===== src/rtl/assert_macros.svh =====
// Assertion macros shared by the RTL files.
// In synthesis builds (SYNTH defined) every macro expands to nothing.
`ifndef ASSERT_MACROS_SVH
`define ASSERT_MACROS_SVH

`ifndef SYNTH

`define VMT_ASSERT(lbl, clk, rst_n, prop, msg) \
	lbl: assert property (@(posedge clk) disable iff (!rst_n) (prop)) else $error(msg);

`define VMT_NEVER(lbl, clk, rst_n, prop, msg) \
	lbl: assert property (@(posedge clk) disable iff (!rst_n) !(prop)) else $error(msg);

`else

`define VMT_ASSERT(lbl, clk, rst_n, prop, msg)

`define VMT_NEVER(lbl, clk, rst_n, prop, msg)

`endif

`endif


===== src/rtl/vmt_pkg.sv =====
// ----------------------------------------------------------------------------
// vmt_pkg
// Types and constants of the virtio MMIO transport register slave.
// ----------------------------------------------------------------------------
`default_nettype none

package vmt_pkg;

	typedef enum logic {
		OP_READ  = 1'b0,
		OP_WRITE = 1'b1
	} vmt_op_t;

	typedef struct packed {
		vmt_op_t     op;
		logic [11:0] offset;
		logic [31:0] write_data;
	} vmt_access_t;

	typedef struct packed {
		logic [31:0] read_data;
		logic        queue_kick;
		logic        irq_pending;
		logic        device_reset;
	} vmt_result_t;

	// identification values
	localparam logic [31:0] MAGIC_VALUE   = 32'h7472_6976;
	localparam logic [31:0] VERSION_VAL   = 32'd2;
	localparam logic [31:0] DEVICE_ID     = 32'd16;
	localparam logic [31:0] VENDOR_VALUE  = 32'h554D_4551;
	localparam logic [31:0] QUEUE_SIZE    = 32'd256;
	localparam logic [31:0] SHM_NONE      = 32'hFFFF_FFFF;
	localparam logic [31:0] SCANOUT_COUNT = 32'd1;

	localparam logic [63:0] DEV_FEATURES_RST = 64'h0000_0001_0000_0000;

	// status bit index of the feature-accept flag
	localparam int unsigned STATUS_FEAT_OK_BIT = 3;

	// register offsets
	localparam logic [11:0] OFF_MAGIC       = 12'h000;
	localparam logic [11:0] OFF_VERSION     = 12'h004;
	localparam logic [11:0] OFF_DEVICE_ID   = 12'h008;
	localparam logic [11:0] OFF_VENDOR      = 12'h00C;
	localparam logic [11:0] OFF_DEV_FEAT    = 12'h010;
	localparam logic [11:0] OFF_DEV_FEATSEL = 12'h014;
	localparam logic [11:0] OFF_DRV_FEAT    = 12'h020;
	localparam logic [11:0] OFF_DRV_FEATSEL = 12'h024;
	localparam logic [11:0] OFF_QUEUE_SEL   = 12'h030;
	localparam logic [11:0] OFF_QUEUE_MAX   = 12'h034;
	localparam logic [11:0] OFF_QUEUE_NUM   = 12'h038;
	localparam logic [11:0] OFF_QUEUE_READY = 12'h044;
	localparam logic [11:0] OFF_NOTIFY      = 12'h050;
	localparam logic [11:0] OFF_IRQ_STATUS  = 12'h060;
	localparam logic [11:0] OFF_IRQ_ACK     = 12'h064;
	localparam logic [11:0] OFF_STATUS      = 12'h070;
	localparam logic [11:0] OFF_DESC_LO     = 12'h080;
	localparam logic [11:0] OFF_DESC_HI     = 12'h084;
	localparam logic [11:0] OFF_AVAIL_LO    = 12'h090;
	localparam logic [11:0] OFF_AVAIL_HI    = 12'h094;
	localparam logic [11:0] OFF_USED_LO     = 12'h0A0;
	localparam logic [11:0] OFF_USED_HI     = 12'h0A4;
	localparam logic [11:0] OFF_SHM_LEN_LO  = 12'h0B0;
	localparam logic [11:0] OFF_SHM_LEN_HI  = 12'h0B4;
	localparam logic [11:0] OFF_CFG_GEN     = 12'h0FC;
	localparam logic [11:0] OFF_NUM_SCANOUT = 12'h108;

endpackage

`default_nettype wire


===== src/rtl/vmt_cfg_apb.sv =====
// ----------------------------------------------------------------------------
// vmt_cfg_apb
// APB configuration slave holding the 64-bit device feature mask.
// ----------------------------------------------------------------------------
`default_nettype none

module vmt_cfg_apb (
	input  wire logic        clk,
	input  wire logic        arst_n,
	input  wire logic        psel,
	input  wire logic        penable,
	input  wire logic        pwrite,
	input  wire logic [3:0]  paddr,
	input  wire logic [63:0] pwdata,
	output logic [63:0]      prdata,
	output logic             pready,
	output logic [63:0]      device_features
);
	import vmt_pkg::*;

	logic [63:0] dev_feat_q;
	logic        reg_hit;

	// only register 0 exists (byte address 0, 8 bytes wide)
	assign reg_hit = !paddr[3];
	assign pready  = 1'b1;
	assign prdata  = reg_hit ? dev_feat_q : 64'd0;
	assign device_features = dev_feat_q;

	always_ff @(posedge clk or negedge arst_n) begin
		if (!arst_n) begin
			dev_feat_q <= DEV_FEATURES_RST;
		end else if (psel && penable && pwrite && reg_hit) begin
			dev_feat_q <= pwdata;
		end
	end

endmodule

`default_nettype wire


===== src/rtl/vmt_regfile.sv =====
// ----------------------------------------------------------------------------
// vmt_regfile
// Transport register state, access decode and per-access result.
// ----------------------------------------------------------------------------
`default_nettype none
`include "assert_macros.svh"

module vmt_regfile #(
	parameter int unsigned NUM_QUEUES = 2
) (
	input  wire logic                 clk,
	input  wire logic                 arst_n,
	input  wire logic                 acc_valid,
	input  wire vmt_pkg::vmt_access_t acc,
	input  wire logic [63:0]          device_features,
	output logic                      res_valid,
	output vmt_pkg::vmt_result_t      res
);
	import vmt_pkg::*;

	localparam int unsigned QW = (NUM_QUEUES > 1) ? $clog2(NUM_QUEUES) : 1;
	localparam logic [31:0] QMAX = 32'(NUM_QUEUES - 1);

	logic [31:0]   dev_sel_q;
	logic [31:0]   drv_sel_q;
	logic [63:0]   drv_feat_q;
	logic [31:0]   status_q;
	logic [31:0]   irq_q;
	logic [QW-1:0] qsel_q;
	logic          ready_q [NUM_QUEUES];
	logic [63:0]   desc_q  [NUM_QUEUES];
	logic [63:0]   avail_q [NUM_QUEUES];
	logic [63:0]   used_q  [NUM_QUEUES];

	logic          is_wr;
	logic [31:0]   wdata;
	logic          q0_live;
	logic          kick;
	logic          dev_rst;
	logic          feat_bad;
	logic [31:0]   status_nxt;
	logic [31:0]   irq_nxt;
	logic [31:0]   rd;

	assign is_wr   = acc_valid && (acc.op == OP_WRITE);
	assign wdata   = acc.write_data;
	assign q0_live = ready_q[0] && (|desc_q[0]) && (|avail_q[0]) && (|used_q[0]);
	assign kick    = is_wr && (acc.offset == OFF_NOTIFY) && (wdata == 32'd0) && q0_live;
	assign dev_rst = is_wr && (acc.offset == OFF_STATUS) && (wdata == 32'd0);
	assign feat_bad = |(drv_feat_q & ~device_features);

	// feature-accept bit is refused when newly set with unsupported driver features
	always_comb begin
		status_nxt = wdata;
		if (wdata[STATUS_FEAT_OK_BIT] && !status_q[STATUS_FEAT_OK_BIT] && feat_bad) begin
			status_nxt[STATUS_FEAT_OK_BIT] = 1'b0;
		end
	end

	always_comb begin
		irq_nxt = irq_q;
		if (kick) begin
			irq_nxt = irq_q | 32'd1;
		end else if (is_wr && (acc.offset == OFF_IRQ_ACK)) begin
			irq_nxt = irq_q & ~wdata;
		end else if (dev_rst) begin
			irq_nxt = 32'd0;
		end
	end

	always_comb begin
		rd = 32'd0;
		if (acc.op == OP_READ) begin
			unique case (acc.offset)
				OFF_MAGIC:       rd = MAGIC_VALUE;
				OFF_VERSION:     rd = VERSION_VAL;
				OFF_DEVICE_ID:   rd = DEVICE_ID;
				OFF_VENDOR:      rd = VENDOR_VALUE;
				OFF_DEV_FEAT: begin
					if (dev_sel_q == 32'd0) begin
						rd = device_features[31:0];
					end else if (dev_sel_q == 32'd1) begin
						rd = device_features[63:32];
					end
				end
				OFF_QUEUE_MAX:   rd = QUEUE_SIZE;
				OFF_QUEUE_READY: rd = {31'd0, ready_q[qsel_q]};
				OFF_IRQ_STATUS:  rd = irq_q;
				OFF_STATUS:      rd = status_q;
				OFF_SHM_LEN_LO:  rd = SHM_NONE;
				OFF_SHM_LEN_HI:  rd = SHM_NONE;
				OFF_CFG_GEN:     rd = 32'd0;
				OFF_NUM_SCANOUT: rd = SCANOUT_COUNT;
				default:         rd = 32'd0;
			endcase
		end
	end

	assign res_valid        = acc_valid;
	assign res.read_data    = rd;
	assign res.queue_kick   = kick;
	assign res.irq_pending  = |irq_nxt;
	assign res.device_reset = dev_rst;

	always_ff @(posedge clk or negedge arst_n) begin
		if (!arst_n) begin
			dev_sel_q  <= '0;
			drv_sel_q  <= '0;
			drv_feat_q <= '0;
			status_q   <= '0;
			irq_q      <= '0;
			qsel_q     <= '0;
			for (int i = 0; i < NUM_QUEUES; i++) begin
				ready_q[i] <= 1'b0;
				desc_q[i]  <= '0;
				avail_q[i] <= '0;
				used_q[i]  <= '0;
			end
		end else if (is_wr) begin
			irq_q <= irq_nxt;
			unique case (acc.offset)
				OFF_DEV_FEATSEL: dev_sel_q <= wdata;
				OFF_DRV_FEATSEL: drv_sel_q <= wdata;
				OFF_DRV_FEAT: begin
					if (drv_sel_q == 32'd0) begin
						drv_feat_q[31:0] <= wdata;
					end else if (drv_sel_q == 32'd1) begin
						drv_feat_q[63:32] <= wdata;
					end
				end
				OFF_QUEUE_SEL: begin
					qsel_q <= (wdata > QMAX) ? QMAX[QW-1:0] : wdata[QW-1:0];
				end
				OFF_QUEUE_READY: ready_q[qsel_q] <= (wdata != 32'd0);
				OFF_STATUS: begin
					status_q <= status_nxt;
					if (dev_rst) begin
						drv_feat_q <= '0;
						for (int i = 0; i < NUM_QUEUES; i++) begin
							ready_q[i] <= 1'b0;
							desc_q[i]  <= '0;
							avail_q[i] <= '0;
							used_q[i]  <= '0;
						end
					end
				end
				OFF_DESC_LO:  desc_q[qsel_q][31:0]   <= wdata;
				OFF_DESC_HI:  desc_q[qsel_q][63:32]  <= wdata;
				OFF_AVAIL_LO: avail_q[qsel_q][31:0]  <= wdata;
				OFF_AVAIL_HI: avail_q[qsel_q][63:32] <= wdata;
				OFF_USED_LO:  used_q[qsel_q][31:0]   <= wdata;
				OFF_USED_HI:  used_q[qsel_q][63:32]  <= wdata;
				default: ;
			endcase
		end
	end

	// a kick always leaves an interrupt pending
	`VMT_ASSERT(a_kick_irq, clk, arst_n, res_valid && res.queue_kick |-> res.irq_pending, "kick without pending interrupt")
	// a device reset clears all interrupt status
	`VMT_ASSERT(a_rst_irq, clk, arst_n, res_valid && res.device_reset |=> irq_q == 32'd0, "interrupt status survived device reset")
	// after a device reset queue 0 can never be kicked on the next access
	`VMT_ASSERT(a_rst_q0, clk, arst_n, res_valid && res.device_reset |=> !q0_live, "queue 0 live after device reset")
	// reads never change the interrupt status
	`VMT_ASSERT(a_rd_irq, clk, arst_n, acc_valid && acc.op == OP_READ |=> $stable(irq_q), "read changed interrupt status")

endmodule

`default_nettype wire


===== src/rtl/vmt_out_skid.sv =====
// ----------------------------------------------------------------------------
// vmt_out_skid
// Result register with one skid entry toward the downstream channel.
// ----------------------------------------------------------------------------
`default_nettype none
`include "assert_macros.svh"

module vmt_out_skid (
	input  wire logic                 clk,
	input  wire logic                 arst_n,
	input  wire logic                 res_valid,
	input  wire vmt_pkg::vmt_result_t res,
	output logic                      full,
	output logic                      out_valid,
	input  wire logic                 out_stall,
	output vmt_pkg::vmt_result_t      out_data
);
	import vmt_pkg::*;

	logic        out_valid_q;
	vmt_result_t out_q;
	logic        skid_valid_q;
	vmt_result_t skid_q;
	logic        out_free;

	assign out_free  = !out_valid_q || !out_stall;
	assign full      = skid_valid_q;
	assign out_valid = out_valid_q;
	assign out_data  = out_q;

	always_ff @(posedge clk or negedge arst_n) begin
		if (!arst_n) begin
			out_valid_q  <= 1'b0;
			skid_valid_q <= 1'b0;
		end else if (out_free) begin
			if (skid_valid_q) begin
				out_valid_q  <= 1'b1;
				skid_valid_q <= 1'b0;
			end else begin
				out_valid_q <= res_valid;
			end
		end else if (res_valid) begin
			skid_valid_q <= 1'b1;
		end
	end

	// payload registers, no reset
	always_ff @(posedge clk) begin
		if (out_free) begin
			out_q <= skid_valid_q ? skid_q : res;
		end else if (res_valid) begin
			skid_q <= res;
		end
	end

	`VMT_NEVER(a_no_overrun, clk, arst_n, res_valid && skid_valid_q, "beat arrived with skid full")
	`VMT_ASSERT(a_skid_behind, clk, arst_n, skid_valid_q |-> out_valid_q, "skid holds beat while output empty")
	`VMT_ASSERT(a_skid_cause, clk, arst_n, $rose(skid_valid_q) |-> $past(out_valid_q && out_stall), "skid filled without a stall")

endmodule

`default_nettype wire


===== src/rtl/virtio_mmio_transport_registers_core.sv =====
// ----------------------------------------------------------------------------
// virtio_mmio_transport_registers_core
// Register slave of a virtio MMIO (v2) transport for a two-queue GPU device.
// ----------------------------------------------------------------------------
// Usage:
//  - in_*: one register access per beat (op, offset, write_data). A beat is
//    taken on a clock edge with in_valid high and in_stall low.
//  - out_*: one result beat per access (read_data, queue_kick, irq_pending,
//    device_reset), in access order.
//  - APB port: register 0 (byte address 0, 64 bits) is the device feature
//    mask; reset value has bit 32 (version 1) set. Write it only while idle.
//  - Output: the result of each access is registered before it shows on out_*.
//  - Throughput: one access per cycle while in_stall is low. Decode, state
//    update and the result are one pass of logic ending in the result register.
//  - Stall: when out_stall holds the result register, one more result goes
//    into a skid entry; in_stall rises only while that entry is full, so a
//    downstream stall blocks the input at most for as long as it lasts.
//  - Reset: all transport state clears, no result is pending, in_stall low.
// ----------------------------------------------------------------------------
`default_nettype none

module virtio_mmio_transport_registers_core #(
	parameter int unsigned NUM_QUEUES = 2
) (
	input  wire logic                 clk,
	input  wire logic                 arst_n,
	// access channel
	input  wire logic                 in_valid,
	output logic                      in_stall,
	input  wire vmt_pkg::vmt_access_t in_data,
	// result channel
	output logic                      out_valid,
	input  wire logic                 out_stall,
	output vmt_pkg::vmt_result_t      out_data,
	// configuration
	input  wire logic                 psel,
	input  wire logic                 penable,
	input  wire logic                 pwrite,
	input  wire logic [3:0]           paddr,
	input  wire logic [63:0]          pwdata,
	output logic [63:0]               prdata,
	output logic                      pready
);
	import vmt_pkg::*;

	logic        skid_full;
	logic        acc_valid;
	logic        res_valid;
	vmt_result_t res;
	logic [63:0] device_features;

	// input blocks only while the skid entry is occupied
	assign in_stall  = skid_full;
	assign acc_valid = in_valid && !skid_full;

	vmt_cfg_apb u_cfg (
		.clk             (clk),
		.arst_n          (arst_n),
		.psel            (psel),
		.penable         (penable),
		.pwrite          (pwrite),
		.paddr           (paddr),
		.pwdata          (pwdata),
		.prdata          (prdata),
		.pready          (pready),
		.device_features (device_features)
	);

	// decode and state update; result is combinational off the accepted beat
	vmt_regfile #(
		.NUM_QUEUES (NUM_QUEUES)
	) u_regs (
		.clk             (clk),
		.arst_n          (arst_n),
		.acc_valid       (acc_valid),
		.acc             (in_data),
		.device_features (device_features),
		.res_valid       (res_valid),
		.res             (res)
	);

	// result register plus skid entry
	vmt_out_skid u_out (
		.clk       (clk),
		.arst_n    (arst_n),
		.res_valid (res_valid),
		.res       (res),
		.full      (skid_full),
		.out_valid (out_valid),
		.out_stall (out_stall),
		.out_data  (out_data)
	);

endmodule

`default_nettype wire


===== config.mk =====
export PLATFORM = sky130hd
export DESIGN_NAME = virtio_mmio_transport_registers_core
export DESIGN_NICKNAME = d
export VERILOG_FILES = /design/src/rtl/vmt_pkg.sv /design/src/rtl/vmt_cfg_apb.sv /design/src/rtl/vmt_regfile.sv /design/src/rtl/vmt_out_skid.sv /design/src/rtl/virtio_mmio_transport_registers_core.sv
export VERILOG_INCLUDE_DIRS = /design/src /design/src/rtl
export SDC_FILE = /design/constraint.sdc
export NUM_CORES = 1
export LEC_CHECK = 0
export BUFFER_PORTS_ARGS = -buffer_cell sky130_fd_sc_hd__clkbuf_2
export CAP_MARGIN = 10
export CORE_MARGIN = 8
export CORE_UTILIZATION = 55
export DETAILED_ROUTE_END_ITERATION = 7
export PLACE_DENSITY_LB_ADDON = 0.25
export SETUP_SLACK_MARGIN = 0.2
export SLEW_MARGIN = 20
export SYNTH_ARGS = -nofsm -noshare
export SYNTH_HDL_FRONTEND = slang
export SYNTH_SLANG_ARGS = --single-unit

===== constraint.sdc =====
create_clock -name clk -period 5.1 [get_ports clk]
set_input_delay 0.51 -clock clk [delete_from_list [all_inputs] [get_ports clk]]
set_output_delay 0.51 -clock clk [all_outputs]
set_load 0.005 [all_outputs]

==> flow_summary.json, run 1 <==
{
  "cpMaxStageDelayCell": "nand2_1",
  "ys_async_sr_fraction_pct": 86.6,
  "die_h_um": 220,
  "rr_worst_depth": 8,
  "io_buffers": 217,
  "drc_errors": 0,
  "critPathMaxStageDelay_ns": 0.68,
  "reg2reg_slack_ns": 1.80,
  "status": "completed",
  "leakage_nw": 12.7,
  "grt_pass1_wl_mm": 104,
  "io_pins": 222,
  "hold_viol_final": 0,
  "drt_iter0_drc": 2466,
  "mappedNetlistArea_mm2": 0.0229,
  "cp.arrival_ns": 3.86,
  "critPathBufInv": 1,
  "regArea_mm2": 0.0134,
  "via_per_inst": 6.27,
  "crit_family": "simple AND/OR/NAND/NOR gates",
  "ir_worst_vdd_mv": 0.300,
  "worstSetupEndpoint": "u_regs.desc_q[69]$_DFFE_PN0P_",
  "crit_type": "primary input to register",
  "hpwl_mm": 45.2,
  "core_mm2": 0.0416,
  "r2r-start": "u_out.full$_DFFE_PN0P_",
  "path_cells": "clkbuf_2 > nor4_1 > nand2_1 > nor4_4 > o21a_2 > nand2_1 > a22o_1",
  "finClkSkew_ns": 0.0247,
  "clk_latency_ns": 0.61,
  "worst-path-stages": 7,
  "cts_made_buffers": 53,
  "timing.fmax_ghz": 0.296,
  "finalCriticalPeriod_ns": 3.38,
  "internal_power_mw": 7.27,
  "cp-end-kind": "register",
  "track_usage_pct": 28.7,
  "nets": 2334,
  "powerDensity_mw_per_mm2": 366,
  "drt-total-wl_mm": 70.9,
  "p_clk_share_pct": 43.9,
  "setup_viol": 0,
  "gp_congestion": 0.936,
  "clock_path_buffers": 3,
  "maxSlewViolCount": 0,
  "cap_violations": 0,
  "clock-sinks": 523,
  "first_global_vias": 17100,
  "p_switching_mw": 2.39,
  "synth-edff-count": 70,
  "cp_max_fo": 32,
  "finalCritPeriodShare_pct": 66.3,
  "cp-start-kind": "primary input",
  "rr_endpoint": "u_regs.drv_feat_q[33]$_DFFE_PN0P_",
  "htree_levels": 2,
  "hold_class": "primary input to register",
  "critPathRequiredTime_ns": 5.58,
  "rsz0062_at_grt": "no",
  "ys_warn_count": 0,
  "syn_inst": 2061,
  "post_cts_buffers": 0,
  "synthToLayoutAreaGrowth_pct": 15.0,
  "place_inst": 2696,
  "switching_share_pct": 24.7,
  "seq_area_frac_synth_pct": 58.6,
  "fillCellCount": 3230,
  "synth_fp_nets": 2181,
  "relSlewSlack_pct": 26.8,
  "worst_pin_slew_ns": 1.10,
  "crit_start": "in_data[24]",
  "cts_tree": "done",
  "hold_path_depth": 2,
  "yosys_register_bits": 523,
  "rows": 75,
  "grt_overflow": 0,
  "dr.pass1.iters": 8,
  "antenna_found_initial": 14,
  "wl_per_cell_um": 25.3,
  "combPwrFrac_pct": 8.8,
  "multi_input_area_mm2": 0.00864,
  "synth_area_per_cell_um2": 11.1,
  "layout-drive-gt1-share_pct": 25.6,
  "instances_no_fill": 2805,
  "num_vias": 17600,
  "die_x_um": 220,
  "setup_tns_ns": 0,
  "dieArea_mm2": 0.0485,
  "cts-root-buf": "clkbuf_16",
  "cp_common_cell": "nand2_1",
  "ys.flop_type": "dfrtp_1",
  "grt_max_degree": 141,
  "ant_nets": 0,
  "power_frac_seq_pct": 47.4,
  "ys_types": 62,
  "clk_pin_slew_worst_paths_ns": 0.06,
  "initial_core_util_pct": 55.2
}
## area by class of cell
| type | instances | share of cell area (%) |
|---|---|---|
| sequential | 523 | 50.9 |
| multi-input combinational | 1310 | 32.7 |
| clock buffer | 73 | 5.75 |
| timing repair buffer | 259 | 5.53 |
| tap | 539 | 2.56 |
| clock inverter | 25 | 1.46 |
| inverter | 67 | 0.953 |
| antenna | 9 | 0.0853 |
## per-layer routing
layer / GRT usage [%] / routed length (µm) / vias up
li1: - / - / 7617
met1: 39.9 / 29000 / 8893
met2: 42.3 / 31600 / 943
met3: 8.43 / 7840 / 147
met4: 10.7 / 2430 / 0
met5: 0 / 0 / -
## worst min-delay path by stage
stage,from,end,slack [ns]
3_3_place_gp,u_regs.desc_q[120]$_DFFE_PN0P_,u_regs.desc_q[120]$_DFFE_PN0P_,0.45
4_1_cts,arst_n,u_regs.used_q[97]$_DFFE_PN0P_,0.10
5_1_grt,pwdata[31],u_cfg.device_features[31]$_DFFE_PN0P_,0.12
2_1_floorplan,arst_n,u_cfg.device_features[0]$_DFFE_PN0P_,0.21
3_5_place_dp,u_regs.desc_q[107]$_DFFE_PN0P_,u_regs.desc_q[107]$_DFFE_PN0P_,0.46
6_report,pwdata[23],u_cfg.device_features[23]$_DFFE_PN0P_,0.13
## state kept, by name (all words and copies together), names as in the netlist
name / count
u_cfg.device_features: 64
u_regs.avail_q: 64
u_regs.desc_q: 64
u_regs.drv_feat_q: 64
u_regs.used_q: 64
u_out.out_data: 35
u_out.skid_q: 35
u_regs.dev_sel_q: 32
u_regs.drv_sel_q: 32
u_regs.irq_q: 32
u_regs.status_q: 32
u_regs.ready_q: 2
u_out.full: 1
u_out.out_valid: 1
u_regs.qsel_q: 1
## synth_stat cells, drive strengths merged, types with 12 or more instances
cell	number	area, µm²
dfrtp	452	11300
nand2	315	1180
mux2	204	2300
o21ai	173	870
clkbuf	113	424
nor2	111	427
a22o	104	911
nor4	86	604
edfxtp	70	2100
inv	67	251
nand4	58	363
nor2b	54	338
buf	48	264
and2	33	206
mux2i	33	330
o22ai	20	125
a211oi	15	113
a221oi	12	105
## placed cells by master (no fill, tap or decap), drive strengths merged, types with 15 or more instances in the layout
cell	count
edfxtp	70
buf	42
and2	33
a22o	104
nand2	315
mux2i	33
clkbuf	289
mux2	204
inv	69
nor2	111
o22ai	20
nor2b	54
dfrtp	452
o21ai	173
a211oi	15
nor4	86
nand4	58
## stage by stage
stage               power, mW  hold WS, ns  cell area (µm²)  utilization, %  setup WS, ns
floorplan                4.92        0.214            22900               -          2.64
global placement         5.45        0.453            24400            58.7          1.22
detailed placement       5.47        0.457            24400            58.7          1.20
CTS                      9.67        0.103            26300            63.3          1.79
global route             9.91        0.117            26400            63.4          1.52
finish                   9.66        0.128            26400            63.5          1.72
## logic make-up (layout without fill, tap and decap cells)
kind of cell | after synthesis | count (layout) | synth area share (%)
compound gates | 371 | 371 | 11.0
buf+inv | 228 | 424 | 4.09
flops | 523 | 523 | 58.6
mux | 237 | 237 | 11.5
other cells | 1 | 10 | 0.0163
simple gates | 701 | 701 | 14.9
## power by group through the flow
stage / registers [mW] / clock network (mW) / logic [mW]
finish: 4.57 / 4.23 / 0.850
floorplan: 4.55 / 0 / 0.373
global placement: 4.63 / 0 / 0.816
detailed placement: 4.64 / 0 / 0.827
CTS: 4.56 / 4.27 / 0.833
global route: 4.58 / 4.43 / 0.900
## worst register-to-register path, stage by stage (launching register included)
cell,delay [ns]
dfrtp_1,0.39
nor2b_2,0.52
nand2_1,0.34
nor2_2,0.18
buf_4,0.43
nand2_1,0.25
a21oi_4,0.19
buf_4,0.46
mux2_2,0.44
## repair_timing
item / in CTS / in global routing
hold buffers: 0 / 1
gates resized for setup: 0 / 0
hold endpoints to repair: 0 / 41
(Power assumes the default switching activity.)
==> run 2, diff against run 1 <==
--- a/config.mk
+++ b/config.mk
@@ -9,7 +9,7 @@
 export BUFFER_PORTS_ARGS = -buffer_cell sky130_fd_sc_hd__clkbuf_2
 export CAP_MARGIN = 10
 export CORE_MARGIN = 8
-export CORE_UTILIZATION = 55
+export CORE_UTILIZATION = 54
 export DETAILED_ROUTE_END_ITERATION = 7
 export PLACE_DENSITY_LB_ADDON = 0.25
 export SETUP_SLACK_MARGIN = 0.2
==> constraint.sdc (replaced) <==
create_clock -name clk -period 3.1 [get_ports clk]
set_input_delay 0.31 -clock clk [delete_from_list [all_inputs] [get_ports clk]]
set_output_delay 0.31 -clock clk [all_outputs]
set_load 0.005 [all_outputs]
==> run 2 against run 1 <==
Against the previous run:
- the flow now finishes with violations (DRC)
- largest power group unchanged
- sequential power up 65%
- final area up 3.5%
- critical path depth up 1
- combinational power up 81%
- flip-flop and latch count unchanged
- first-iteration DRC count down 2.4%
- clock skew about the same
- largest cell class unchanged
- sequential share of layout area down 1.7 points
- count of clock-buffer cells in the layout up 8
- core utilization up 1.6 points
- register-to-register slack worse by 1.3 ns
==> flow_summary.json, run 2 (same netlist as run 1, synthesis figures left out) <==
{
  "rsz0062_at_grt": "no",
  "timing.fmax_ghz": 0.378,
  "powerDensity_mw_per_mm2": 570,
  "die_h_um": 222,
  "hold_ws_ns": 0.197,
  "num_vias": 18200,
  "cp-start-kind": "register",
  "relSlewSlack_pct": 44.1,
  "status": "finished, violations left",
  "crit_type": "register to register",
  "finClkSkew_ns": 0.0248,
  "cts.hold.buffers_added": 66,
  "cts-root-buf": "clkbuf_16",
  "via_per_inst": 6.24,
  "crit_family": "simple AND/OR/NAND/NOR gates",
  "min_from": "in_data[0]",
  "io_buffers": 217,
  "drt_iter0_drc": 2407,
  "dr.pass1.iters": 8,
  "p_clk_share_pct": 41.8,
  "internal_power_mw": 11.6,
  "layout-drive-gt1-share_pct": 26.0,
  "dieArea_mm2": 0.0493,
  "cp_common_cell": "nand4_1",
  "hold_viol_final": 0,
  "clock_path_buffers": 3,
  "die_x_um": 222,
  "hpwl_mm": 46.4,
  "layout_common_cells": "dfrtp_1, nand2_1, clkbuf_2",
  "htree_levels": 2,
  "grt_pass1_wl_mm": 111,
  "antenna_found_initial": 15,
  "crit_start": "u_out.full$_DFFE_PN0P_",
  "critPathMaxStageDelay_ns": 0.45,
  "finalCritPeriodShare_pct": 85.3,
  "path_cells": "nor2b_2 > buf_4 > nand4_1 > o21ai_0 > nand4_1 > nor4_1 > a21oi_1 > o31a_1",
  "setup_viol": 0,
  "post_cts_buffers": 0,
  "cp-end-kind": "register",
  "track_usage_pct": 29.0,
  "clock-sinks": 523,
  "leakage_nw": 13.2,
  "final_common_cell": "dfrtp_1",
  "drc_errors": 1,
  "power_frac_seq_pct": 48.3,
  "initial_core_util_pct": 54.7,
  "r2r-start": "u_out.full$_DFFE_PN0P_",
  "timing.final.ws_setup_ns": 0.456,
  "maxSlewViolCount": 0,
  "finalPower_mw": 15.6,
  "p_switching_mw": 3.97,
  "cp.arrival_ns": 3.01,
  "synthToLayoutAreaGrowth_pct": 19.0,
  "wl_per_cell_um": 25.2,
  "nets": 2444,
  "first_global_vias": 18200,
  "grt_max_degree": 90,
  "clk_latency_ns": 0.61,
  "combPwrFrac_pct": 9.9,
  "core_mm2": 0.0419,
  "cts_tree": "done",
  "drt-total-wl_mm": 73.4,
  "grt_overflow": 0,
  "worst_pin_slew_ns": 0.839,
  "finalCriticalPeriod_ns": 2.64,
  "io_pins": 222,
  "critPathRequiredTime_ns": 3.46,
  "cts_resized": 0,
  "ant_nets": 0,
  "gp_congestion": 0.934,
  "cts_made_buffers": 54,
  "ir_worst_vdd_mv": 0.535,
  "clk_pin_slew_worst_paths_ns": 0.06,
  "switching_share_pct": 25.5,
  "cap_violations": 0,
  "setup_tns_ns": 0,
  "cp_max_fo": 32,
  "rows": 75,
  "place_worst_setup_slack_ns": 0.0931,
  "violations": "DRC",
  "critPathBufInv": 1,
  "hold_class": "primary input to register",
  "cpMaxStageDelayCell": "nor4_1",
  "place_inst": 2741,
  "instances_no_fill": 2911
}
-- run 2: changes by cell type in the layout (fill, tap and decap cells not counted), moves of 2 or more --
cell | before | now
buf_12 | 2 | 11
clkbuf_16 | 55 | 58
bufinv_16 | 10 | 2
buf_4 | 38 | 74
diode_2 | 9 | 6
dlygate4sd3_1 | 1 | 66
clkbuf_8 | 7 | 10
clkinv_1 | 2 | 4
clkbuf_1 | 10 | 13
-- run 2: power groups by stage --
stage               Clock (mW)  Combinational (mW)  Sequential [mW]
floorplan                    0               0.614             7.49
global placement             0                1.41             7.61
detailed placement           0                1.43             7.62
CTS                       6.55                1.50             7.50
global route              6.84                1.63             7.53
finish                    6.51                1.54             7.52
-- run 2: per-stage QoR --
| stage | utilization [%] | area (µm²) |
|---|---|---|
| floorplan | - | 22900 |
| global placement | 59.2 | 24800 |
| detailed placement | 59.3 | 24900 |
| CTS | 65.1 | 27300 |
| global route | 65.1 | 27300 |
| finish | 65.1 | 27300 |
-- run 2: worst min-delay path: cells and delay by family --
kind          cells  cell delay, ns
simple gates      2            0.14
buf+inv           2            0.30
-- run 2: worst paths after layout --
path	end	slack [ns]	depth (start not counted)
max	u_out.out_data[1]$_DFFE_PN_	0.46	8
min	u_regs.used_q[96]$_DFFE_PN0P_	0.20	4
max reg2reg	u_out.out_data[1]$_DFFE_PN_	0.46	8
min reg2reg	u_regs.desc_q[102]$_DFFE_PN0P_	0.47	2
max in group asynchronous	u_cfg.device_features[32]$_DFFE_PN1P_	1.89	3
min in group asynchronous	u_regs.used_q[114]$_DFFE_PN0P_	0.31	2
-- run 2: final cells by class --
| type | count | area [µm²] |
|---|---|---|
| tap | 539 | 674 |
| antenna | 6 | 15.0 |
| clock buffer | 81 | 1640 |
| multi-input combinational | 1310 | 8630 |
| timing repair buffer | 368 | 2530 |
| clock inverter | 17 | 135 |
| sequential | 523 | 13400 |
| inverter | 67 | 251 |
| fill | 3166 | 14600 |
-- run 2: routing by layer --
metal | routed length, µm | global-route usage [%]
met5 | 13 | 0
met4 | 3030 | 12.2
met3 | 8060 | 6.60
met2 | 32800 | 44.0
met1 | 29400 | 40.0
